`src/rtl/picp_pkg.sv`:
```
// ----------------------------------------------------------------------------
// picp_pkg
// Shared widths and transaction types for the perspective-correct interpolator.
// ----------------------------------------------------------------------------
package picp_pkg;

    // Default and widest attribute width
    localparam int VALUE_BITS_DEF = 24;
    localparam int VALUE_BITS_MAX = 32;

    // Divider widths, sized for the widest attribute
    // numerator: |value diff| (32 bits) times |position| (11 bits)
    localparam int NUM_W = 43;
    // denominator: sum of two 12 x 17 bit products, magnitude below 2^28
    localparam int DEN_W = 28;

    // Perspective factor fraction widths
    localparam int SHIFT_NINE  = 9;
    localparam int SHIFT_EIGHT = 8;

    // Weight masks
    localparam logic [15:0] W_MID_MASK = 16'h007E;
    localparam logic [15:0] W_LSB_CLR  = 16'hFFFE;

    // Information that travels alongside the quotient
    typedef struct packed {
        logic        lin;   // linear or pass-through result
        logic        nine;  // 9-bit factor precision
        logic        up;    // value_start < value_end
        logic        neg;   // quotient is negative
        logic [31:0] base;  // value added to the scaled term
        logic [31:0] diff;  // magnitude of the value difference
    } side_t;

    // Data passed from cell to cell in the divider chain
    typedef struct packed {
        logic [DEN_W-1:0] den;
        logic [DEN_W-1:0] rem;
        logic [NUM_W-1:0] nq;   // numerator bits out, quotient bits in
        side_t            side;
    } div_t;

endpackage

```
`src/rtl/picp_div_cell.sv`:
```
// ----------------------------------------------------------------------------
// picp_div_cell
// One restoring division step: yields one quotient bit and hands on.
// ----------------------------------------------------------------------------
module picp_div_cell (
    input  logic           aclk,
    input  logic           aresetn,
    input  logic           in_valid,
    output logic           in_ready,
    input  picp_pkg::div_t in_data,
    output logic           out_valid,
    input  logic           out_ready,
    output picp_pkg::div_t out_data
);

    logic                    v_reg;
    logic [picp_pkg::DEN_W:0] shifted, trial;
    picp_pkg::div_t          d_next;

    // Shift in the next numerator bit and try a subtract
    always_comb begin
        shifted = {in_data.rem, in_data.nq[picp_pkg::NUM_W-1]};
        trial   = shifted - {1'b0, in_data.den};
        d_next  = in_data;
        if (!trial[picp_pkg::DEN_W]) begin
            d_next.rem = trial[picp_pkg::DEN_W-1:0];
            d_next.nq  = {in_data.nq[picp_pkg::NUM_W-2:0], 1'b1};
        end else begin
            d_next.rem = shifted[picp_pkg::DEN_W-1:0];
            d_next.nq  = {in_data.nq[picp_pkg::NUM_W-2:0], 1'b0};
        end
    end

    assign in_ready = !v_reg || out_ready;

    always_ff @(posedge aclk) begin
        if (!aresetn) begin
            v_reg <= 1'b0;
        end else if (in_ready) begin
            v_reg <= in_valid;
        end
    end

    always_ff @(posedge aclk) begin
        if (in_ready && in_valid) begin
            out_data <= d_next;
        end
    end

    assign out_valid = v_reg;

endmodule

```
`config.mk`:
```
export PLATFORM = sky130hd
export DESIGN_NAME = picp_div_cell
export DESIGN_NICKNAME = d
export VERILOG_FILES = /design/src/rtl/picp_pkg.sv /design/src/rtl/picp_div_cell.sv
export SDC_FILE = /design/constraint.sdc
export NUM_CORES = 1
export LEC_CHECK = 0
export ABC_AREA = 1
export BUFFER_PORTS_ARGS = -buffer_cell sky130_fd_sc_hd__buf_4
export CAP_MARGIN = 10
export CORE_UTILIZATION = 45
export CTS_CLUSTER_DIAMETER = 150
export DETAILED_ROUTE_END_ITERATION = 12
export PLACE_DENSITY = 0.86
export SYNTH_ARGS = -nofsm -noshare
export SYNTH_HDL_FRONTEND = slang
export SYNTH_SLANG_ARGS = --single-unit
```
`constraint.sdc`:
```
create_clock -name aclk -period 15 [get_ports aclk]
set_clock_uncertainty 0.2 [all_clocks]
set_input_delay 2.25 -clock aclk [delete_from_list [all_inputs] [get_ports aclk]]
set_output_delay 2.25 -clock aclk [all_outputs]
set_load 0.01 [all_outputs]
```
==> reports/qor.yml <==
final_layout:
  final_net_count: 1308
  num_antenna_cells: 0
  drive_gt1_share_pct: 36.5
  fin_util_pct: 65.6
  area_growth_pct: 43.3
die:
  core_um2: 17200
  die_y_um: 134
  rows: 48
  start_util_pct: 45.8
  dieArea_um2: 18100
  die_w_um: 134
  pin_count: 340
yosys:
  synth-compound-area-share_pct: 1.47
  synth_simple_gate_area_share_pct: 21.9
  synthMuxAreaShare_pct: 0
  syn-cell-area_um2: 7890
  syn-num-nets: 955
  synth_seq_cells: 168
  synth_top_area_share_pct: 63.6
  avgSynthCellArea_um2: 10.5
  yosysSeqAreaShare_pct: 63.8
  synthCells: 755
  synth_top_family_by_area: "simple AND/OR/NAND/NOR gates"
  yosysWarnings: 0
  yosysMostFrequentCell: "nand2_1"
  synth_common_cells: "249 x nand2_1, 167 x edfxtp_1, 128 x inv_1"
  yosys.area_share.xor_xnor_pct: 1.11
  synth-adder-area-share_pct: 4.69
  synthArstFlopShare_pct: 0
  synth_ff_type: "edfxtp_1"
  synth_edf_count: 167
  synth_cell_types: 30
  yosys.area.top_type: "edfxtp_1"
  synth_area_leaders: "edfxtp_1 64%, nand2_1 12%, inv_1 6.1%, ha_1 4.4%, nand3_1 4.0%"
clock_network:
  numCtsBuffers: 17
  cts_root_buf: "clkbuf_16"
  cts_buffer_depth: 2
  cts.htree.levels: 4
  cts_hold_buf: 0
  cts_tree: "built"
  cts.sinks: 168
  clkLatencyLatePin_ns: 0.43
  cts_resized: 0
  postCtsSetupBuffers: 0
  path_clk_slew_ns: 0.07
power:
  power_density_nw_per_um2: 113
  total_power_mw: 1.28
  power_frac_seq_pct: 44.4
  power_frac_comb_pct: 18.6
  p_clk_share_pct: 37.0
  internal_power_mw: 0.932
  switching_share_pct: 27.3
  max-vdd-ir-drop_v: 0.000101
  p_leak_nw: 5.57
  p_sw_mw: 0.350
critical_path:
  worstPathRequired_ns: 12.55
  cp-start-kind: "primary input"
  crit_fanout: 2
  crit_path_end_kind: "primary output"
  crit_type: "primary input to primary output"
  arrival_ns: 2.71
route:
  avgViaCountPerCell: 4.90
  avgRoutedWirePerCell_um: 18.9
  vias: 6599
  initialDrtViolationCount: 463
  drc: 0
  wirelength_um: 25400
  postRouteAntennaNets: 0
  drtPass1Iterations: 5
timing:
  relSlewSlack_pct: 24.0
  slew_violations: 0
  hold_slack_ns: 0.426
  report.final.hold_viol_count: 0
  final-setup-viol-count: 0
  clock.fmax_mhz: 194
  fin_crit_sh_pct: 34.4
  worst_slew_pin_slew_ns: 1.14
  tns_ns: 0
  grt_setup_unrepaired: "false"
  period_needed_ns: 5.16
grt:
  grt_overflow: 0
  grt_first_pass_wirelength_um: 36700
  grt_max_degree: 90
  antenna_found_initial: 3
  grt_pass1_vias: 6351
  track_usage_pct: 28.0
place:
  dp_hpwl_um: 20100
  gp_congestion: 0.927
  port-buffer-count: 339
hold_path:
  hp-class: "flip-flop to flip-flop"
status:
  outcome: "completed"
flow_run:
  max_cap_violations: 0
==> kinds of logic (layout without fill, tap and decap cells) <==
group                      Yosys count  count (layout)
adders and majority gates           29              29
AOI/OAI and AO/OA                   20              20
and+or+nand+nor                    392             392
xor gates and xnor gates            10              10
DFF                                168             168
buffers and inverters              136             502
==> final cells by class <==
type | instances | area, um^2
Sequential cell | 168 | 5030
Clock inverter | 15 | 205
Multi-Input combinational cell | 451 | 2310
Tap cell | 225 | 282
Fill cell | 1362 | 5930
Clock buffer | 17 | 425
Inverter | 129 | 484
Timing Repair Buffer | 341 | 2560
==> final timing paths <==
path / from / to / slack (ns) / depth (start not counted)
max: out_ready / in_ready / 9.84 / 4
max reg2reg: out_valid / out_data[135] / 12.07 / 3
min reg2reg: out_valid / out_valid / 0.43 / 2
min: out_valid / out_valid / 0.43 / 2
==> through the flow <==
stage	cell area [um^2]	worst slack, ns	cells
after global placement	10700	9.88	1314
final	11300	9.84	1346
after floorplan	7890	3.74	755
after global routing	11300	9.80	1346
after detailed placement	10700	9.84	1314
after CTS	11300	9.84	1346
==> placed cells by master (no fill, tap or decap), drive strengths merged <==
cell type and n:
fa 1, clkinvlp 1, inv 137, bufinv 3, ha 28, nand3b 1, o21bai 1, clkinv 3
buf 341, or2 1, nor2 38, nand2 274, nand4 7, a21oi 18, clkbuf 17, edfxtp 167
dfxtp 1, a21boi 1, and3 1, xor2 10, and2 4, nor3 1, nand3 65
==> sequential cells by signal, indices dropped and copies added, names as in the netlist <==
name and flops:
out_data 167, out_valid 1
==> worst max-delay path, cell delays in order <==
cell and delay, ns:
buf_4 0.11, inv_1 0.10, nand2_1 0.10, buf_4 0.16
==> metal layers <==
layer | up-vias | routed length [um] | GRT usage, %
li1 | 3159 | - | -
met1 | 3097 | 9880 | 33.0
met2 | 286 | 12600 | 48.1
met3 | 51 | 2120 | 8.81
met4 | 6 | 758 | 10.2
met5 | - | 36 | 0
==> power by group through the flow <==
stage	Combinational [mW]	Clock, mW	Sequential (mW)
final	0.239	0.474	0.569
after global routing	0.259	0.494	0.572
after CTS	0.239	0.480	0.569
after detailed placement	0.238	0	0.579
after global placement	0.232	0	0.578
after floorplan	0.104	0	0.602
No activity file was read; power rests on OpenSTA's default activity.
