**config.mk**
```make
export PLATFORM = sky130hd
export DESIGN_NAME = picp_back
export DESIGN_NICKNAME = d
export VERILOG_FILES = /design/src/rtl/picp_pkg.sv /design/src/rtl/picp_back.sv
export SDC_FILE = /design/constraint.sdc
export NUM_CORES = 2
export LEC_CHECK = 0
export BUFFER_PORTS_ARGS = -buffer_cell sky130_fd_sc_hd__buf_4
export CAP_MARGIN = 15
export CORE_AREA = 2 2 355 357
export DETAILED_ROUTE_END_ITERATION = 12
export DIE_AREA = 0 0 357 359
export PLACE_DENSITY = 0.49
export SETUP_SLACK_MARGIN = 0.3
export SLEW_MARGIN = 20
export SYNTH_ARGS = -nofsm -noshare
export SYNTH_HDL_FRONTEND = slang
export SYNTH_SLANG_ARGS = --single-unit
```
**constraint.sdc**
```tcl
create_clock -name aclk -period 14.44 [get_ports aclk]
set_input_delay 2.166 -clock aclk [delete_from_list [all_inputs] [get_ports aclk]]
set_output_delay 2.166 -clock aclk [all_outputs]
set_load 0.005 [all_outputs]
```
**src/rtl/picp_pkg.sv**
```systemverilog
// ----------------------------------------------------------------------------
// picp_pkg
// Shared widths and transaction types for the perspective-correct interpolator.
// ----------------------------------------------------------------------------
package picp_pkg;

    // Default and widest attribute width
    localparam int VALUE_BITS_DEF = 24;
    localparam int VALUE_BITS_MAX = 32;

    // Divider widths, sized for the widest attribute
    // numerator: |value diff| (32 bits) times |position| (11 bits)
    localparam int NUM_W = 43;
    // denominator: sum of two 12 x 17 bit products, magnitude below 2^28
    localparam int DEN_W = 28;

    // Perspective factor fraction widths
    localparam int SHIFT_NINE  = 9;
    localparam int SHIFT_EIGHT = 8;

    // Weight masks
    localparam logic [15:0] W_MID_MASK = 16'h007E;
    localparam logic [15:0] W_LSB_CLR  = 16'hFFFE;

    // Information that travels alongside the quotient
    typedef struct packed {
        logic        lin;   // linear or pass-through result
        logic        nine;  // 9-bit factor precision
        logic        up;    // value_start < value_end
        logic        neg;   // quotient is negative
        logic [31:0] base;  // value added to the scaled term
        logic [31:0] diff;  // magnitude of the value difference
    } side_t;

    // Data passed from cell to cell in the divider chain
    typedef struct packed {
        logic [DEN_W-1:0] den;
        logic [DEN_W-1:0] rem;
        logic [NUM_W-1:0] nq;   // numerator bits out, quotient bits in
        side_t            side;
    } div_t;

endpackage

```
**src/rtl/picp_back.sv**
```systemverilog
// ----------------------------------------------------------------------------
// picp_back
// Signs the quotient, applies the perspective factor and forms the result.
// ----------------------------------------------------------------------------
module picp_back (
    input  logic           aclk,
    input  logic           aresetn,
    input  logic           in_valid,
    output logic           in_ready,
    input  picp_pkg::div_t in_data,
    output logic           out_valid,
    input  logic           out_ready,
    output logic [31:0]    value_out
);

    // Stage one: signed factor and its complement
    logic [picp_pkg::NUM_W:0] f_c, one_c, g_c;

    always_comb begin
        f_c   = in_data.side.neg ? -{1'b0, in_data.nq} : {1'b0, in_data.nq};
        one_c = in_data.side.nine ? (44'd1 << picp_pkg::SHIFT_NINE) :
                                    (44'd1 << picp_pkg::SHIFT_EIGHT);
        g_c   = (in_data.side.lin || in_data.side.up) ? f_c : (one_c - f_c);
    end

    logic        v1_reg, v2_reg, v3_reg;
    logic        rdy1, rdy2, rdy3;
    logic [40:0] g1_reg;
    logic        lin1_reg, nine1_reg, lin2_reg, nine2_reg;
    logic [31:0] base1_reg, diff1_reg, base2_reg;
    logic [40:0] mlo2_reg;
    logic [19:0] mhi2_reg;
    logic [31:0] val3_reg;

    assign in_ready = !v1_reg || rdy1;
    assign rdy1     = !v2_reg || rdy2;
    assign rdy2     = !v3_reg || rdy3;
    assign rdy3     = out_ready;

    always_ff @(posedge aclk) begin
        if (!aresetn) begin
            v1_reg <= 1'b0;
            v2_reg <= 1'b0;
            v3_reg <= 1'b0;
        end else begin
            if (in_ready) begin
                v1_reg <= in_valid;
            end
            if (rdy1) begin
                v2_reg <= v1_reg;
            end
            if (rdy2) begin
                v3_reg <= v2_reg;
            end
        end
    end

    // Stage one registers
    always_ff @(posedge aclk) begin
        if (in_ready && in_valid) begin
            g1_reg    <= g_c[40:0];
            lin1_reg  <= in_data.side.lin;
            nine1_reg <= in_data.side.nine;
            base1_reg <= in_data.side.base;
            diff1_reg <= in_data.side.diff;
        end
    end

    // Stage two: low 41 bits of diff * factor as two partial products, or the factor itself for linear results
    logic [52:0] mlo_c;
    logic [39:0] mhi_c;

    always_comb begin
        mlo_c = 53'(diff1_reg) * 53'(g1_reg[20:0]);
        mhi_c = 40'(diff1_reg[19:0]) * 40'(g1_reg[40:21]);
    end

    always_ff @(posedge aclk) begin
        if (rdy1 && v1_reg) begin
            lin2_reg  <= lin1_reg;
            nine2_reg <= nine1_reg;
            base2_reg <= base1_reg;
            mlo2_reg  <= lin1_reg ? 41'(g1_reg[31:0]) : mlo_c[40:0];
            mhi2_reg  <= mhi_c[19:0];
        end
    end

    // Stage three: combine, scale down and add the base
    logic [40:0] p_c;
    logic [31:0] term_c;

    always_comb begin
        p_c = mlo2_reg + {mhi2_reg, 21'b0};
        if (lin2_reg) begin
            term_c = mlo2_reg[31:0];
        end else if (nine2_reg) begin
            term_c = p_c[picp_pkg::SHIFT_NINE+31:picp_pkg::SHIFT_NINE];
        end else begin
            term_c = p_c[picp_pkg::SHIFT_EIGHT+31:picp_pkg::SHIFT_EIGHT];
        end
    end

    always_ff @(posedge aclk) begin
        if (rdy2 && v2_reg) begin
            val3_reg <= base2_reg + term_c;
        end
    end

    assign out_valid = v3_reg;
    assign value_out = val3_reg;

endmodule

```
==> results.toml <==
[synthesis]
synth_top_family_by_area = "adder cells"
synth_simple_gate_area_share_pct = 16.1
seq_area_frac_synth_pct = 19.1
async_reset_ff_share_pct = 0
synth_cell_types = 66
synth_seq_cells = 237
synth_edf_count = 234
syn_area_mm2 = 0.0370
yosys-top-cells-area = "fa_1 35%, edfxtp_1 19%, ha_1 7.6%"
synth-compound-area-share_pct = 6.30
yosysWarnings = 0
syn-num-nets = 4936
synthCells = 3896
synth.largest_area_cell = "fa_1"
synth_xor_area_share_pct = 5.56
ys.flop_type = "edfxtp_1"
synthAdderAreaFrac_pct = 42.4
synth_top_area_share_pct = 34.7
synthMuxAreaShare_pct = 0.986
avgSynthCellArea_um2 = 9.51

[worst_setup_path]
timing.rr.end = "mlo2_reg[35]"
crit_arrival_ps = 9050
r2r-start = "g1_reg[8]"
crit_fanout = 20
crit_start = "g1_reg[8]"
startpoint_type = "register"
end_kind = "register"
reg2reg_depth = 23
critPathRequiredTime_ps = 14770
endpoint = "mlo2_reg[35]"
regToRegSetupSlack_ps = 5710
path_class = "reg -> reg"

[clocking]
postCtsSetupRepairBufs = 0
htreeDepth = 1
cts.sinks = 237
cts_inserted_buffers = 31
clockBufferDepth = 3
cts_root_buf = "clkbuf_16"
clk_pin_slew_ps = 60
clk-insertion-delay-late_ps = 640
tritoncts = "done"
cts_hold_buf = 0
cts_resized = 0

[grt]
grt_usage_pct = 16.7
antenna_found_initial = 4
grt_max_degree = 75
use_met3_pct = 2.09
grtUsageMet2_pct = 26.6
grt_util_met1_pct = 24.3
first_global_vias = 27459
grt-busiest-layer = "met2"
grt_overflow_total = 0
grt_pass1_wl_mm = 165

[floorplan]
core_area_mm2 = 0.125
start_util_pct = 29.7
pin_count = 205
die_w_um = 357
rows = 130
die_area_mm2 = 0.128
die_y_um = 359

[drt]
via_per_inst = 4.66
wirelength_mm = 104
wl_per_cell_um = 18.6
route.detailed.drc = 0
drtPass1Iterations = 7
ant_nets = 0
drt_iter0_markers = 1409
vias = 26220

[placement]
port_buffers = 146
dp_hpwl_mm = 76.1
gp_congestion = 0.870
pre_cts_ws_ps = 5660

[timing]
finalSetupTns_ps = 0
fmax_mhz = 115
slew_headroom_pct = 26.5
final_max_slew_viol_count = 0
rsz0062_at_grt = "false"
finalCritPeriodShare_pct = 60.4
worst_slack_ps = 5710
fin_hold_ws_ps = 414
period_minus_slack_ps = 8730
setup_viol = 0
hold_viol_final = 0
tightest_slew_ps = 1100
clock_skew_ps = 54.2

[outcome]
status = "complete, no violations"

[layout]
syn_to_final_growth_pct = 10.7
post-route-util_pct = 32.9
drive_above_1_share_pct = 7.18
finalNetCount = 4986

[hold_path]
hp-class = "reg -> reg"

[flow_run]
drv_cap = 0
[kinds of logic (layout without fill, tap and decap cells)]
group                      after synthesis  in the layout
DFF                                    237            237
AOI/OAI and AO/OA                      377            377
muxes                                   36             36
buffers and inverters                  943           1017
xor gates and xnor gates               235            235
adders and majority gates              869            869
other                                    0              5
and+or+nand+nor                       1199           1199
[layer usage]
layer / up-vias / share of wire (%)
li1: 12094 / -
met1: 13387 / 48
met2: 641 / 46
met3: 98 / 5.2
met4: 0 / 1.6
met5: - / 0
[layout by cell type, fill, tap and decap left out, drive strengths merged, types with 22 or more instances in the layout]
cell / count
a21o: 29
a21oi: 91
and2: 414
buf: 207
clkbuf: 32
edfxtp: 234
fa: 643
ha: 226
inv: 757
mux2i: 32
nand2: 529
nor2: 83
nor3: 33
o21a: 22
o21ai: 124
o31ai: 23
xnor2: 146
xor2: 89
[synthesized netlist by cell type, types with 18 or more instances]
| library cell | instances |
|---|---|
| nor3_1 | 33 |
| mux2i_1 | 32 |
| xnor2_1 | 146 |
| nor2_1 | 83 |
| o21ai_0 | 121 |
| xor2_1 | 89 |
| o21a_1 | 22 |
| nand2_1 | 529 |
| a21oi_1 | 91 |
| o31ai_1 | 23 |
| inv_1 | 752 |
| or3_1 | 20 |
| nand2b_1 | 18 |
| a21o_1 | 29 |
| nor2b_1 | 20 |
| nand3_1 | 19 |
| edfxtp_1 | 234 |
| fa_1 | 643 |
| clkbuf_1 | 177 |
| ha_1 | 226 |
| and2_1 | 414 |
[per-stage QoR]
stage                     std cells  instance area [µm²]
after CTS                      5619                41000
after floorplan                3896                37000
after global routing           5620                41000
after global placement         5562                40000
final                          5625                41000
after detailed placement       5562                40000
[worst max-delay path: stages, from the launching register on]
cell and delay (ps):
edfxtp_1 960, buf_4 500, nand2_1 130, fa_1 480, fa_1 520, fa_1 510, inv_1 50, fa_1 570
fa_1 430, fa_1 500, inv_1 50, fa_1 470, inv_1 40, ha_1 330, a21o_1 190, a21o_1 170
a21oi_1 260, nor2b_1 80, nor4_1 490, a2111oi_1 280, o311ai_0 530, nand2_1 140, nand2_1 90, nor3b_1 630
[worst min-delay path by stage]
stage | from | to | slack [ps] | depth (start not counted)
floorplan | base1_reg[0] | base2_reg[0] | 400 | 0
global placement | base1_reg[2] | base2_reg[2] | 400 | 0
detailed placement | base1_reg[26] | base2_reg[26] | 410 | 0
CTS | base1_reg[0] | base2_reg[0] | 420 | 0
global route | base1_reg[0] | base2_reg[0] | 420 | 0
finish | base1_reg[0] | base2_reg[0] | 410 | 0
[area by class of cell]
type | count | area (µm²)
clock inverters | 25 | 236
clock buffers | 32 | 779
diodes | 5 | 12.5
multi-input cells | 2716 | 26400
flip-flops and latches | 237 | 7090
repair buffers | 207 | 1560
fillers | 13055 | 83600
well taps | 1650 | 2060
inverters | 753 | 2830
Power is not shown: default switching activity piles up to over one toggle a cycle in this logic, so the estimate is an artifact.
