## src/rtl/picp_pkg.sv

```systemverilog
// ----------------------------------------------------------------------------
// picp_pkg
// Shared widths and transaction types for the perspective-correct interpolator.
// ----------------------------------------------------------------------------
package picp_pkg;

    // Default and widest attribute width
    localparam int VALUE_BITS_DEF = 24;
    localparam int VALUE_BITS_MAX = 32;

    // Divider widths, sized for the widest attribute
    // numerator: |value diff| (32 bits) times |position| (11 bits)
    localparam int NUM_W = 43;
    // denominator: sum of two 12 x 17 bit products, magnitude below 2^28
    localparam int DEN_W = 28;

    // Perspective factor fraction widths
    localparam int SHIFT_NINE  = 9;
    localparam int SHIFT_EIGHT = 8;

    // Weight masks
    localparam logic [15:0] W_MID_MASK = 16'h007E;
    localparam logic [15:0] W_LSB_CLR  = 16'hFFFE;

    // Information that travels alongside the quotient
    typedef struct packed {
        logic        lin;   // linear or pass-through result
        logic        nine;  // 9-bit factor precision
        logic        up;    // value_start < value_end
        logic        neg;   // quotient is negative
        logic [31:0] base;  // value added to the scaled term
        logic [31:0] diff;  // magnitude of the value difference
    } side_t;

    // Data passed from cell to cell in the divider chain
    typedef struct packed {
        logic [DEN_W-1:0] den;
        logic [DEN_W-1:0] rem;
        logic [NUM_W-1:0] nq;   // numerator bits out, quotient bits in
        side_t            side;
    } div_t;

endpackage

```

## src/rtl/picp_front.sv

```systemverilog
// ----------------------------------------------------------------------------
// picp_front
// Two-stage set-up: forms weights and products, then the divider operands.
// ----------------------------------------------------------------------------
module picp_front #(
    parameter int VALUE_BITS = picp_pkg::VALUE_BITS_DEF
) (
    input  logic                         aclk,
    input  logic                         aresetn,
    input  logic                         in_valid,
    output logic                         in_ready,
    input  logic                         precision_nine,
    input  logic signed [10:0]           span_start,
    input  logic signed [10:0]           span_end,
    input  logic        [15:0]           weight_start,
    input  logic        [15:0]           weight_end,
    input  logic signed [10:0]           sample_pos,
    input  logic signed [VALUE_BITS-1:0] value_start,
    input  logic signed [VALUE_BITS-1:0] value_end,
    output logic                         out_valid,
    input  logic                         out_ready,
    output picp_pkg::div_t               out_data
);

    // Stage one combinational terms
    logic signed [11:0] rel, len, r2, tv;
    logic        [10:0] tabs;
    logic signed [32:0] y0e, y1e;
    logic               up, triv, lin;
    logic        [32:0] diff_c;
    logic        [15:0] wn;
    logic        [16:0] wd0, wd1;

    always_comb begin
        rel  = 12'(sample_pos) - 12'(span_start);
        len  = 12'(span_end) - 12'(span_start);
        r2   = 12'(span_end) - 12'(sample_pos);
        y0e  = 33'(value_start);
        y1e  = 33'(value_end);
        up   = y0e < y1e;
        triv = (len == 12'sd0) || (y0e == y1e);
        lin  = (weight_start == weight_end) &&
               ((weight_start & picp_pkg::W_MID_MASK) == 16'h0000);
        diff_c = up ? 33'(y1e - y0e) : 33'(y0e - y1e);
        tv   = up ? rel : r2;
        tabs = tv[11] ? 11'(-tv) : tv[10:0];
        // weight adjustment for 9-bit precision
        if (precision_nine) begin
            if (weight_start[0] && !weight_end[0]) begin
                wn  = weight_start - 16'd1;
                wd0 = 17'(weight_start) + 17'd1;
                wd1 = 17'(weight_end);
            end else begin
                wn  = weight_start & picp_pkg::W_LSB_CLR;
                wd0 = 17'(weight_start & picp_pkg::W_LSB_CLR);
                wd1 = 17'(weight_end & picp_pkg::W_LSB_CLR);
            end
        end else begin
            wn  = weight_start;
            wd0 = 17'(weight_start);
            wd1 = 17'(weight_end);
        end
    end

    // Stage one registers
    logic                         v1_reg;
    logic                         nine1_reg, lin1_reg, triv1_reg, up1_reg, tneg1_reg;
    logic        [31:0]           base1_reg, diff1_reg;
    logic signed [11:0]           len1_reg;
    logic signed [29:0]           pn1_reg, pa1_reg, pb1_reg;
    logic        [picp_pkg::NUM_W-1:0] pt1_reg;
    logic                         rdy1;

    assign in_ready = !v1_reg || rdy1;

    always_ff @(posedge aclk) begin
        if (!aresetn) begin
            v1_reg <= 1'b0;
        end else if (in_ready) begin
            v1_reg <= in_valid;
        end
    end

    always_ff @(posedge aclk) begin
        if (in_ready && in_valid) begin
            nine1_reg <= precision_nine;
            lin1_reg  <= lin;
            triv1_reg <= triv;
            up1_reg   <= up;
            tneg1_reg <= tv[11];
            base1_reg <= triv ? y0e[31:0] : (up ? y0e[31:0] : y1e[31:0]);
            diff1_reg <= diff_c[31:0];
            len1_reg  <= len;
            pn1_reg   <= 30'(rel) * 30'($signed({1'b0, wn}));
            pa1_reg   <= 30'(rel) * 30'($signed({1'b0, wd0}));
            pb1_reg   <= 30'(r2) * 30'($signed({1'b0, wd1}));
            pt1_reg   <= picp_pkg::NUM_W'(diff_c[31:0]) * picp_pkg::NUM_W'(tabs);
        end
    end

    // Stage two: denominator sum and operand selection
    logic signed [30:0] den_c, dabs;
    logic signed [29:0] pabs;
    logic        [11:0] labs;
    picp_pkg::div_t     d_c;

    always_comb begin
        den_c = 31'(pa1_reg) + 31'(pb1_reg);
        dabs  = den_c[30] ? -den_c : den_c;
        pabs  = pn1_reg[29] ? -pn1_reg : pn1_reg;
        labs  = len1_reg[11] ? 12'(-len1_reg) : len1_reg;
        d_c.rem       = '0;
        d_c.side.lin  = lin1_reg || triv1_reg;
        d_c.side.nine = nine1_reg;
        d_c.side.up   = up1_reg;
        d_c.side.base = base1_reg;
        d_c.side.diff = diff1_reg;
        priority if (triv1_reg || (!lin1_reg && den_c == 31'sd0)) begin
            d_c.nq       = '0;
            d_c.den      = picp_pkg::DEN_W'(1);
            d_c.side.neg = 1'b0;
        end else if (lin1_reg) begin
            d_c.nq       = pt1_reg;
            d_c.den      = picp_pkg::DEN_W'(labs);
            d_c.side.neg = tneg1_reg ^ len1_reg[11];
        end else begin
            d_c.nq       = nine1_reg ?
                           (picp_pkg::NUM_W'(pabs[28:0]) << picp_pkg::SHIFT_NINE) :
                           (picp_pkg::NUM_W'(pabs[28:0]) << picp_pkg::SHIFT_EIGHT);
            d_c.den      = dabs[picp_pkg::DEN_W-1:0];
            d_c.side.neg = pn1_reg[29] ^ den_c[30];
        end
    end

    logic v2_reg;
    assign rdy1 = !v2_reg || out_ready;

    always_ff @(posedge aclk) begin
        if (!aresetn) begin
            v2_reg <= 1'b0;
        end else if (rdy1) begin
            v2_reg <= v1_reg;
        end
    end

    always_ff @(posedge aclk) begin
        if (rdy1 && v1_reg) begin
            out_data <= d_c;
        end
    end

    assign out_valid = v2_reg;

endmodule

```

## config.mk

```make
export PLATFORM = sky130hd
export DESIGN_NAME = picp_front
export DESIGN_NICKNAME = d
export VERILOG_FILES = /design/src/rtl/picp_pkg.sv /design/src/rtl/picp_front.sv
export SDC_FILE = /design/constraint.sdc
export NUM_CORES = 2
export LEC_CHECK = 0
export ABC_AREA = 1
export BUFFER_PORTS_ARGS = -buffer_cell sky130_fd_sc_hd__buf_4
export CAP_MARGIN = 5
export CORE_ASPECT_RATIO = 0.7
export CORE_MARGIN = 2
export CORE_UTILIZATION = 25
export CTS_CLUSTER_SIZE = 20
export DETAILED_ROUTE_END_ITERATION = 7
export PLACE_DENSITY = 0.42
export SLEW_MARGIN = 20
export SYNTH_ARGS = -nofsm -noshare
export SYNTH_HDL_FRONTEND = slang
export SYNTH_SLANG_ARGS = --single-unit
```

## constraint.sdc

```tcl
create_clock -name aclk -period 18.5 [get_ports aclk]
set_input_delay 2.775 -clock aclk [delete_from_list [all_inputs] [get_ports aclk]]
set_output_delay 2.775 -clock aclk [all_outputs]
set_load 0.03 [all_outputs]
```

==> summary.txt <==
Yosys
  • Post-synth cell types: 64
  • Cell count after synthesis: 6091
  • Post-Syn Area: 50000 um2
  • Warnings from Yosys: 0
  • Seq/Total Area, Yosys: 19.3%
  • Yosys reg bits: 322
  • Avg Synthesized Cell Area: 8.20 um2

STA
  • Final Critical Period: 12210 ps
  • Setup tns final: 0 ps
  • Fmax achieved: 81.9 MHz
  • Final setup vio count: 0
  • Final period util: 66.0%
  • RSZ-0062 raised after global routing: false
  • Hold Slack: 417 ps
  • Slew headroom: 17.8%
  • Worst Max-Slew Pin Slew: 1220 ps
  • Final Hold Viols: 0
  • Slew Viols, Final: 0
  • Final Skew: 25.0 ps

Placement
  • Post-DP Area: 54900 um2
  • RePlAce Congestion: 0.922
  • Post-DP HPWL: 158 mm
  • Port-buffer cells: 258

Critical path
  • CP Class: in -> reg
  • CP startpoint kind: input port
  • Max FO, Critical Path: 56
  • Top cell by count, worst path: nand2_1
  • Critical Path End Type: flip-flop
  • Worst R2R Setup Slack: 13780 ps
  • CP max stage cell: a21oi_1
  • CP required: 18860 ps
  • Crit path arrival time: 12570 ps
  • Max stage delay on crit path: 660 ps

Floorplanning
  • Row count: 137
  • Initial Util: 25.1%
  • Die width: 538 um
  • I/O Pins: 287
  • Die ar.: 203000 um2
  • CORE AREA: 199000 um2
  • Die H: 378 um

Drt
  • Drt first pass iters: 5
  • Vias: 41100
  • ANT nets after route: 0
  • Residual DRC: 0
  • Routed WL: 183 mm
  • Avg WL per Cell: 20.4 um
  • Routed vias/inst: 4.58
  • Initial drt markers: 3639

Cells and area
  • Final core occ: 28.2%
  • Final nets: 7560
  • Layout cells sized above 1: 8.01%
  • Max reg flops: 124
  • Fillers: 21600
  • Final instance area: 56100 um2
  • Area delta synth->final: 12.4%

Flow run
  • MaxCap Viol Count: 0

Global routing
  • First-pass GRT wire length: 274 mm
  • Initial antenna violation count: 17
  • Gr usage total: 18.0%
  • Largest net degree at the start of global routing: 81
  • GR Overflow Total: 0
  • Vias in the first global route: 40800

Clock network
  • Maximum clock path buffer count: 3
  • Worst skew pair latency: 630 ps
  • Hold Buf Count CTS: 0
  • H-Tree Depth: 2
  • Sinks on Clock Net: 322
  • Root buf cell: clkbuf_16
  • Post-CTS sizing: 0
  • CTS clock-pin slew for the worst setup and hold paths: 60 ps
  • CTS Buf Count: 39
  • CTS tree: yes
  • Post-CTS Setup Bufs: 0

Run status
  • Status: finished clean

Min path
  • Hold Crit Class: reg -> reg
## layout make-up
type	count	area [um2]	area share [%]
Multi-Input combinational cell	4345	34700	61.9
Sequential cell	322	9650	17.2
Inverter	1267	4760	8.48
Tap cell	2641	3300	5.89
Timing Repair Buffer	323	2420	4.32
Clock buffer	42	987	1.76
Clock inverter	29	269	0.479
Antenna cell	3	7.51	0.0134
## layout by cell type, fill, tap and decap left out, types with 11 or more instances in the layout
| master | n |
|---|---|
| clkinv_1 | 13 |
| nor3_1 | 46 |
| nand4_1 | 43 |
| o21ai_1 | 12 |
| nor2_1 | 538 |
| nor2_2 | 21 |
| a21o_1 | 11 |
| or2_2 | 11 |
| a21oi_1 | 333 |
| o211ai_1 | 18 |
| clkbuf_16 | 39 |
| inv_2 | 23 |
| xnor2_1 | 58 |
| nor4_1 | 16 |
| nand2_1 | 1365 |
| nand2_2 | 19 |
| o21ai_0 | 203 |
| a31oi_1 | 32 |
| fa_1 | 692 |
| inv_1 | 1234 |
| xor2_1 | 155 |
| conb_1 | 28 |
| nand3b_1 | 11 |
| ha_1 | 452 |
| buf_4 | 323 |
| edfxtp_1 | 320 |
| o21bai_1 | 13 |
| nand3_1 | 163 |
## cells by family (layout without fill, tap and decap cells)
| group | after synthesis | after routing | share of synthesized area (%) |
|---|---|---|---|
| other cells | 1 | 31 | 0.00751 |
| flops | 322 | 322 | 19.3 |
| xor+xnor | 225 | 225 | 4.06 |
| fa+ha+maj | 1144 | 1144 | 39.1 |
| buf+inv | 1451 | 1661 | 11.5 |
| simple gates | 2254 | 2254 | 18.4 |
| compound gates | 694 | 694 | 7.71 |
## cells in the mapped netlist (all sizes together)
cell type	number	share of area, %
clkbuf	99	0.75
nand4	44	0.58
or4	1	0.015
fa	692	28
o211a	1	0.020
a21o	11	0.17
xnor2	63	1.1
o21ai	224	2.3
a221oi	2	0.035
nand3b	11	0.17
a21oi	338	3.4
and3	1	0.013
xor2	162	3.0
and2	4	0.050
o22ai	7	0.10
or2	11	0.14
a41oi	1	0.018
o31ai	5	0.075
a21boi	6	0.090
o21bai	13	0.20
conb	1	0.0075
o211ai	18	0.27
a211oi	8	0.12
o21a	8	0.12
ha	452	11
nor3b	1	0.015
nand2	1390	11
inv	1258	9.5
a31oi	33	0.44
o311ai	3	0.053
edfxtp	320	19
nor3	48	0.50
a31o	2	0.035
buf	85	1.2
dfxtp	2	0.080
a22oi	1	0.015
nand3	167	1.7
o2111ai	5	0.088
nand2b	1	0.013
nor2	559	4.3
nor4	16	0.20
o221ai	8	0.14
clkinv	9	0.068
## routing by layer
layer | GRT usage [%] | vias to the layer above | wire (um)
met4 | 2.28 | 4 | 2000
met3 | 3.96 | 100 | 15000
li1 | - | 19300 | -
met5 | 0 | - | 27
met2 | 22.8 | 1295 | 66300
met1 | 30.1 | 20400 | 100000
## path summary, 6_finish.rpt
path                                               from                     endpoint  depth (start not counted)
worst max-delay path                     value_start[0]        pt1_reg[31]$_DFFE_PP_                         42
worst min-delay path            diff1_reg[17]$_DFFE_PP_       out_data[17]$_DFFE_PP_                          0
worst min register to register  diff1_reg[17]$_DFFE_PP_       out_data[17]$_DFFE_PP_                          0
worst max register to register     pn1_reg[0]$_DFFE_PP_  out_data[162]$_SDFFCE_PP0P_                         17
## stage by stage
step / cells / setup WS [ps]
after floorplan: 6118 / 8460
after global placement: 8898 / 5900
after detailed placement: 8898 / 5950
after CTS: 8969 / 6610
after global routing: 8971 / 5990
final: 8972 / 6290
## critical path, delay by kind of cell
kind | cells | cell delay [ps]
compound gates | 7 | 1940
buf+inv | 9 | 1460
simple gates | 17 | 2630
fa+ha+maj | 9 | 3700
Power is not shown: default switching activity piles up to over one toggle a cycle in this logic, so the estimate is an artifact.
